[src/hdl/apq_pkg.sv]
// apq_pkg: shared types and constants of the ascending priority queue
// holds the item structs, the queue capacity and the action and status codes
// no dependencies
`default_nettype none

package apq_pkg;

  localparam int CAPACITY = 16;
  localparam int CNT_W    = $clog2(CAPACITY + 1);

  localparam logic ACT_ENQUEUE = 1'b0;
  localparam logic ACT_DEQUEUE = 1'b1;

  localparam logic [1:0] STATUS_DONE    = 2'd0;
  localparam logic [1:0] STATUS_EMPTY   = 2'd1;
  localparam logic [1:0] STATUS_DROPPED = 2'd2;

  typedef struct packed {
    logic       action;
    logic [7:0] item_value;
    logic [7:0] item_priority;
  } in_item_t;

  typedef struct packed {
    logic [7:0] out_value;
    logic [1:0] status;
    logic [4:0] entry_count;
    logic       is_empty;
    logic [7:0] front_value;
  } out_item_t;

  typedef struct packed {
    logic capture;
    logic exec;
  } cmd_t;

endpackage

`default_nettype wire

[src/hdl/apq_ctrl.sv]
// apq_ctrl: controller of the priority queue, sequences capture and update
// depends on apq_pkg
`default_nettype none

module apq_ctrl (
  input  wire logic          clk,
  input  wire logic          rst_n,
  input  wire logic          start,
  output logic               busy,
  output logic               out_valid,
  output apq_pkg::cmd_t      cmd
);

  typedef enum logic {
    ST_IDLE,
    ST_EXEC
  } state_t;

  state_t state_r, state_nxt;
  logic   busy_r, busy_nxt;
  logic   valid_r, valid_nxt;

  always_comb begin
    state_nxt = state_r;
    busy_nxt  = busy_r;
    valid_nxt = 1'b0;
    case (state_r)
      ST_IDLE: begin
        if (start) begin
          state_nxt = ST_EXEC;
          busy_nxt  = 1'b1;
        end
      end
      ST_EXEC: begin
        state_nxt = ST_IDLE;
        busy_nxt  = 1'b0;
        valid_nxt = 1'b1;
      end
      default: begin
        state_nxt = ST_IDLE;
        busy_nxt  = 1'b0;
      end
    endcase
  end

  always_ff @(posedge clk) begin
    if (!rst_n) begin
      state_r <= ST_IDLE;
      busy_r  <= 1'b0;
      valid_r <= 1'b0;
    end else begin
      state_r <= state_nxt;
      busy_r  <= busy_nxt;
      valid_r <= valid_nxt;
    end
  end

  assign busy        = busy_r;
  assign out_valid   = valid_r;
  assign cmd.capture = start && !busy_r;
  assign cmd.exec    = (state_r == ST_EXEC);

endmodule

`default_nettype wire

[src/hdl/apq_datapath.sv]
// apq_datapath: sorted slot row with parallel compare and one-step shift
// holds the item register, slots, count and result register; depends on apq_pkg
`default_nettype none

module apq_datapath (
  input  wire logic                clk,
  input  wire logic                rst_n,
  input  wire apq_pkg::cmd_t       cmd,
  input  wire apq_pkg::in_item_t   in_item,
  output apq_pkg::out_item_t       out_item
);

  localparam int CAP = apq_pkg::CAPACITY;

  apq_pkg::in_item_t  req_r;
  apq_pkg::out_item_t res_r, res_nxt;

  logic [7:0] val_r   [CAP];
  logic [7:0] pri_r   [CAP];
  logic [7:0] val_nxt [CAP];
  logic [7:0] pri_nxt [CAP];
  logic [apq_pkg::CNT_W-1:0] count_r, count_nxt;
  logic [CAP-1:0] ge;
  logic full, empty;

  assign full  = (count_r == apq_pkg::CNT_W'(CAP));
  assign empty = (count_r == '0);

  // slots at or past the insert point
  always_comb begin
    for (int i = 0; i < CAP; i++) begin
      ge[i] = (apq_pkg::CNT_W'(i) >= count_r) || (pri_r[i] > req_r.item_priority);
    end
  end

  always_comb begin
    for (int i = 0; i < CAP; i++) begin
      val_nxt[i] = val_r[i];
      pri_nxt[i] = pri_r[i];
    end
    count_nxt       = count_r;
    res_nxt         = '0;
    res_nxt.status  = apq_pkg::STATUS_DONE;
    if (req_r.action == apq_pkg::ACT_ENQUEUE) begin
      if (full) begin
        res_nxt.status = apq_pkg::STATUS_DROPPED;
      end else begin
        for (int i = 0; i < CAP; i++) begin
          if (ge[i]) begin
            if (i > 0 && ge[(i > 0) ? i - 1 : 0]) begin
              val_nxt[i] = val_r[(i > 0) ? i - 1 : 0];
              pri_nxt[i] = pri_r[(i > 0) ? i - 1 : 0];
            end else begin
              val_nxt[i] = req_r.item_value;
              pri_nxt[i] = req_r.item_priority;
            end
          end
        end
        count_nxt = count_r + 1'b1;
      end
    end else begin
      if (empty) begin
        res_nxt.status = apq_pkg::STATUS_EMPTY;
      end else begin
        res_nxt.out_value = val_r[0];
        for (int i = 0; i < CAP - 1; i++) begin
          val_nxt[i] = val_r[i + 1];
          pri_nxt[i] = pri_r[i + 1];
        end
        count_nxt = count_r - 1'b1;
      end
    end
    res_nxt.entry_count = 5'(count_nxt);
    res_nxt.is_empty    = (count_nxt == '0);
    res_nxt.front_value = (count_nxt == '0) ? 8'd0 : val_nxt[0];
  end

  always_ff @(posedge clk) begin
    if (!rst_n) begin
      count_r <= '0;
    end else if (cmd.exec) begin
      count_r <= count_nxt;
    end
  end

  always_ff @(posedge clk) begin
    if (cmd.capture) begin
      req_r <= in_item;
    end
    if (cmd.exec) begin
      res_r <= res_nxt;
      for (int i = 0; i < CAP; i++) begin
        val_r[i] <= val_nxt[i];
        pri_r[i] <= pri_nxt[i];
      end
    end
  end

  assign out_item = res_r;

endmodule

`default_nettype wire

[src/hdl/ascending_priority_queue_core.sv]
// ascending_priority_queue_core: top level of the ascending priority queue
// instantiates apq_ctrl and apq_datapath; depends on apq_pkg
//
// An item is taken when start is high and busy is low. Each item is first
// captured into the item register; then every slot compares its priority
// against the new one in parallel and the whole slot row shifts in a single
// step. The result appears with out_valid for exactly one cycle in the cycle
// after the update, and a new item may be started in that same cycle. The
// receiver cannot stall: a result must be taken when out_valid is high.
// Enqueue on a full queue is dropped with a dropped status; dequeue on an
// empty queue returns 0 with an empty status. No clearing pass after reset.
`default_nettype none

module ascending_priority_queue_core (
  input  wire logic                clk,
  input  wire logic                rst_n,
  input  wire logic                start,
  output logic                     busy,
  input  wire apq_pkg::in_item_t   in_item,
  output logic                     out_valid,
  output apq_pkg::out_item_t       out_item
);

  apq_pkg::cmd_t cmd;

  apq_ctrl u_ctrl (
    .clk       (clk),
    .rst_n     (rst_n),
    .start     (start),
    .busy      (busy),
    .out_valid (out_valid),
    .cmd       (cmd)
  );

  apq_datapath u_datapath (
    .clk      (clk),
    .rst_n    (rst_n),
    .cmd      (cmd),
    .in_item  (in_item),
    .out_item (out_item)
  );

endmodule

`default_nettype wire

[config.mk]
export PLATFORM = sky130hd
export DESIGN_NAME = ascending_priority_queue_core
export DESIGN_NICKNAME = d
export VERILOG_FILES = /design/src/hdl/apq_pkg.sv /design/src/hdl/apq_ctrl.sv /design/src/hdl/apq_datapath.sv /design/src/hdl/ascending_priority_queue_core.sv
export SDC_FILE = /design/constraint.sdc
export NUM_CORES = 1
export LEC_CHECK = 0
export BUFFER_PORTS_ARGS = -buffer_cell sky130_fd_sc_hd__clkbuf_2
export CORE_ASPECT_RATIO = 0.75
export CORE_UTILIZATION = 60
export CTS_CLUSTER_SIZE = 14
export DETAILED_ROUTE_END_ITERATION = 10
export PLACE_DENSITY = 0.85
export SYNTH_ARGS = -nofsm -noshare
export SYNTH_HDL_FRONTEND = slang
export SYNTH_SLANG_ARGS = --single-unit
[constraint.sdc]
create_clock -name clk -period 8.3 [get_ports clk]
set_input_delay 0 -clock clk [delete_from_list [all_inputs] [get_ports clk]]
set_output_delay 0 -clock clk [all_outputs]
set_load 0.03 [all_outputs]
; Word-level counts from Yosys, hierarchy flattened
; Memories as Yosys holds them, arrays and structs flattened.
; Cells that the tools add are included.
[word_totals]
register_bits = 49
latch_bits = 0
ram_bits = 256
romBits = 0
output_inout_bits = 26
word_cells = 155
n_memories = 2
[classes]
add_sub_neg = 2
mul = 0
div_mod_pow = 0
order_cmp = 32
eq_ne = 2
shift = 0
muxes = 82
bitwise_logic = 2
reduce_logical = 21
[mem_list]
columns = memory, words, width, read_ports, rd_clocked_by_memory_dff, wr, line_no
row1 = u_datapath.pri_r, 16, 8, 16, 0, 16, apq_datapath.sv:19  ; logic [7:0] pri_r [CAP];
row2 = u_datapath.val_r, 16, 8, 16, 0, 16, apq_datapath.sv:18  ; logic [7:0] val_r [CAP];
[op_table]
columns = op, count
row1 = two-way mux 8 bit, 64
row2 = two-way mux 120 bit, 4
row3 = two-way mux 128 bit, 2
row4 = greater-than comparator 8 bit, 16
row5 = "greater-or-equal comparator 4 x 5 -> 1 bit, first input constant", 8
row6 = "greater-or-equal comparator 3 x 5 -> 1 bit, first input constant", 4
row7 = logical OR 1 bit, 16
row8 = two-way mux 5 bit, 3
row9 = "greater-or-equal comparator 1 x 5 -> 1 bit, first input constant", 2
row10 = "greater-or-equal comparator 2 x 5 -> 1 bit, first input constant", 2
row11 = zero test 5 bit, 2
row12 = "adder 5 x 1 -> 5 bit, second input constant", 1
row13 = "equality test 5 bit, second input constant", 1
row14 = two-way mux 1 bit, 5
row15 = "subtractor 5 x 1 -> 5 bit, second input constant", 1
row16 = two-way mux 2 bit, 2
row17 = one-hot mux 1 bit (2 select lines), 2
row18 = "inequality test 2 bit, second input constant", 1
row19 = NOT 1 bit, 2
row20 = OR reduction 2 bit, 1
row21 = logical AND 1 bit, 1
row22 = zero test 1 bit, 1

; Longest topological paths before layout
; An unclocked memory read counts as a cell.
[logic_depth]
word_depth = 7
mapped_depth = 11
depth_no_buf = 8

; Hierarchy
; From an unflattened synthesis, not the netlist that was laid out.
[unflattened]
hier_cells = 1647
hier_area_um2 = 18132.4
[by_module_without_submodules]
columns = mod, instances, cells_each, area_each_um2, seq_area_each_um2
row1 = apq_datapath, 1, 1638, 18027.3, 9018.6
row2 = apq_ctrl, 1, 9, 105.1, 60.1

; Worst setup path before layout
; No wires, ideal clock.
[synth_timing]
path_type = register to register
startpoint = reg u_datapath.req_r[2] (netlist name)
endpoint = mem u_datapath.pri_r[8][0] (netlist: u_datapath.pri_r[1][0]), enable pin
setup_ns = 0.414
t_arrival_ns = 3.481
slack_ns = 4.406
path_stages_with_launch = 10
path_buffers = 2
synth_period_minus_slack_ns = 3.894
cell_sequence = edfxtp_1 > clkbuf_1 > inv_1 > ha_1 > nand3_1 > o221a_2 > o211ai_1 > a21oi_2 > buf_4 > a21boi_0
[synth_lines]
columns = element, line_no
row1 = to (decl), apq_datapath.sv:19

==> results.cfg <==
[synth]
synth_seq_cells = 305
synth_enable_flop_cells = 297
postSynthCellCount = 1591
yosysSeqAreaShare_pct = 50.7
yosysMostFrequentCell = edfxtp_1
async_reset_ff_share_pct = 0
synth_common_cells = edfxtp_1 (297), nand2_1 (244), mux2i_1 (227)
synth_area_leader_cell = edfxtp_1
syn_nets = 1744
synth_cell_types = 68
syn-cell-area_um2 = 17900
yosys-top-cells-area = edfxtp_1 (50%), mux2i_1 (13%), ha_1 (9.3%), o21ai_0 (5.8%), nand2_1 (5.1%)
yosys_warnings = 0
synthFlopType = edfxtp_1
yosysTopAreaCellShare_pct = 49.8
syn_avg_cell_area_um2 = 11.3

[power_and_ir_drop]
p_clk_share_pct = 37.1
p_int_mw = 3.02
combPwrFrac_pct = 16.6
ir_worst_vdd_uv = 161
leakage_nw = 7.41
p_sw_mw = 1.13
seqPwrFrac_pct = 46.3
swShare_pct = 27.2
power_density_nw_per_um2 = 209
power_mw = 4.14

[routing]
routed_via_density = 6.50
drt_pass1_iterations = 6
ant_nets = 0
drt_wl_total_um = 47000
drtIter0Drc = 1621
vias = 13200
drc_errors = 0
routedWlPerCell_um = 23.0

[cts]
cts.sink_count = 305
clk_latency_ns = 0.58
cts_buffers = 31
cts_tree = built
htreeDepth = 1
clockBufferDepth = 3
cts_resized = 0
cts_root_buf = clkbuf_16
clk_pin_slew_worst_paths_ns = 0.07

[worst_setup_path]
path_cells = inv_1 > ha_1 > and3_1 > nand4_1 > o21a_1 > a311oi_4 > mux2i_1 > o22ai_1
critPathMaxFanout = 17
cpPeakStageDelay_ns = 0.98
cp_slowest_cell = a311oi_4
cp.arrival_ns = 4.45
worst-path-buf-inv = 1
required_ns = 8.58
rr_worst_depth = 8
cp_num_cells = 8
worstSetupStartpointType = register
crit_family = compound AO/OA/AOI/OAI gates
critPathKind = reg2reg
crit_path_end_kind = register

[global_routing]
busiest_layer = met2
grtUsageMet1_pct = 43.8
grt_pass1_vias = 12700
grt_antenna_before_repair = 0
grtUsageMet2_pct = 47.1
grtUsageTotal_pct = 30.6
overflow = 0
grt_pass1_wl_um = 72600
grt_max_degree = 83
use_met3_pct = 5.67

[die]
die_w_um = 202
core_area_um2 = 29200
rows = 54
die_h_um = 152
pin_count = 46
dieArea_um2 = 30600
initial_utilization_pct = 61.4

[cells_and_area]
syn_to_final_growth_pct = 10.6
fin_nets = 1776
antenna_cells = 0
n_fill_cell = 2079
layout-drive-gt1-share_pct = 10.8

[timing]
max_freq_mhz = 240
max-slew-margin-rel_pct = 12.3
finalSetupViolations = 0
maxSlewViolCount = 0
period_share_pct = 50.2
rsz0062_at_grt = false
worstMarginPinSlew_ns = 1.32
setup_tns_ns = 0
min_period_ns = 4.17
skew_ns = 0.0127
finalHoldViolCount = 0

[placement]
dp_hpwl_um = 31600
gp_congestion = 0.959
numPortBuffers = 45

[min_path]
whs_path_depth = 2
hp-class = in2reg

[run_status]
status = finished clean

[run]
drv_cap = 0
==> final cells by class <==
cell class	count	area [um^2]	area share, %
Clock inverter	16	263	1.33
Timing Repair Buffer	103	711	3.59
Tap cell	392	490	2.47
Sequential cell	305	9080	45.8
Inverter	42	158	0.795
Clock buffer	40	840	4.24
Multi-Input combinational cell	1140	8280	41.8
==> routing by layer <==
layer / share of wire (%) / vias up / routed length (um)
met5: 0 / - / 0
met4: 3.0 / 0 / 1430
met3: 10 / 113 / 4810
met2: 45 / 750 / 21000
met1: 42 / 6398 / 19700
li1: - / 5982 / -
==> power by group through the flow <==
stage / logic [mW] / clock network (mW) / registers, mW
floorplan: 0.474 / 0 / 1.92
global placement: 0.635 / 0 / 1.94
detailed placement: 0.664 / 0 / 1.94
CTS: 0.677 / 1.54 / 1.91
global route: 0.752 / 1.60 / 1.92
finish: 0.688 / 1.54 / 1.92
==> flip-flops by register name, indices dropped and copies added, names as in the netlist <==
signal,count
u_ctrl.out_valid,1
u_datapath.count_r,5
u_ctrl.state_r,1
u_datapath.pri_r,128
u_datapath.val_r,128
u_ctrl.busy,1
u_datapath.req_r,17
u_datapath.out_item,24
==> cells by family (layout without fill, tap and decap cells) <==
| kind of cell | Yosys count | in the layout | synth area share (%) |
|---|---|---|---|
| AO/OA/AOI/OAI | 386 | 386 | 12.9 |
| XOR/XNOR | 2 | 2 | 0.0978 |
| adder cells (fa/ha/maj) | 133 | 133 | 9.29 |
| buffers and inverters | 146 | 201 | 3.58 |
| flip-flops | 305 | 305 | 50.7 |
| multiplexers | 244 | 244 | 13.7 |
| AND/OR/NAND/NOR | 375 | 375 | 9.73 |
==> final timing paths <==
check | startpoint | to | slack [ns]
max reg2reg | u_datapath.req_r[7]$_DFFE_PP_ | u_datapath.pri_r[0][48]$_DFFE_PP_ | 4.13
min | in_item[11] | u_datapath.req_r[11]$_DFFE_PP_ | 0.15
max | u_datapath.req_r[7]$_DFFE_PP_ | u_datapath.pri_r[0][48]$_DFFE_PP_ | 4.13
min reg2reg | u_datapath.val_r[1][57]$_DFFE_PP_ | u_datapath.val_r[1][49]$_DFFE_PP_ | 0.54
==> layout by cell type, fill, tap and decap left out, types with 4 or more instances in the layout <==
cell type      synthesis  routed
edfxtp_1             297     297
nand4_1               14      14
bufinv_16              0       7
o211ai_1               6       6
a211oi_1               6       5
a21oi_1               40      40
nor2_1                19      18
o21ai_1               22      22
buf_4                 14      38
clkbuf_16              0      31
o22ai_1               19      18
and2_1                21      21
nand2b_1               4       4
clkbuf_2               0      45
nor2b_1               28      27
a21o_1                21      21
o21ai_0              208     208
dlygate4sd3_1          0      20
a21boi_1               0      11
mux2_2                16      16
nand3_1               13      13
mux2i_1              227     227
clkbuf_1              66       6
clkinv_2               0       4
a21oi_2                4       4
and3_1                12      12
a221o_1                8       8
ha_1                 133     133
o21a_1                 9       9
dfxtp_1                8       7
nand2_1              244     244
inv_1                 41      41
==> what timing repair did <==
action	in CTS	in global routing
endpoints found under the hold margin	25	0
setup buffers	0	0
hold buffers	20	0
setup endpoints to repair	0	0
==> per-stage QoR <==
| step | instances | worst slack, ns | util, % | hold WS (ns) | area (um^2) |
|---|---|---|---|---|---|
| final | 2038 | 4.13 | 67.9 | 0.147 | 19800 |
| after global routing | 2038 | 3.96 | 67.9 | 0.148 | 19800 |
| after CTS | 2038 | 4.26 | 67.9 | 0.123 | 19800 |
| after detailed placement | 1962 | 4.29 | 63.4 | 0.179 | 18500 |
| after global placement | 1962 | 4.39 | 63.4 | 0.180 | 18500 |
| after floorplan | 1591 | 4.41 | - | 0.0989 | 17900 |
Power figures use the tool's default switching activity.
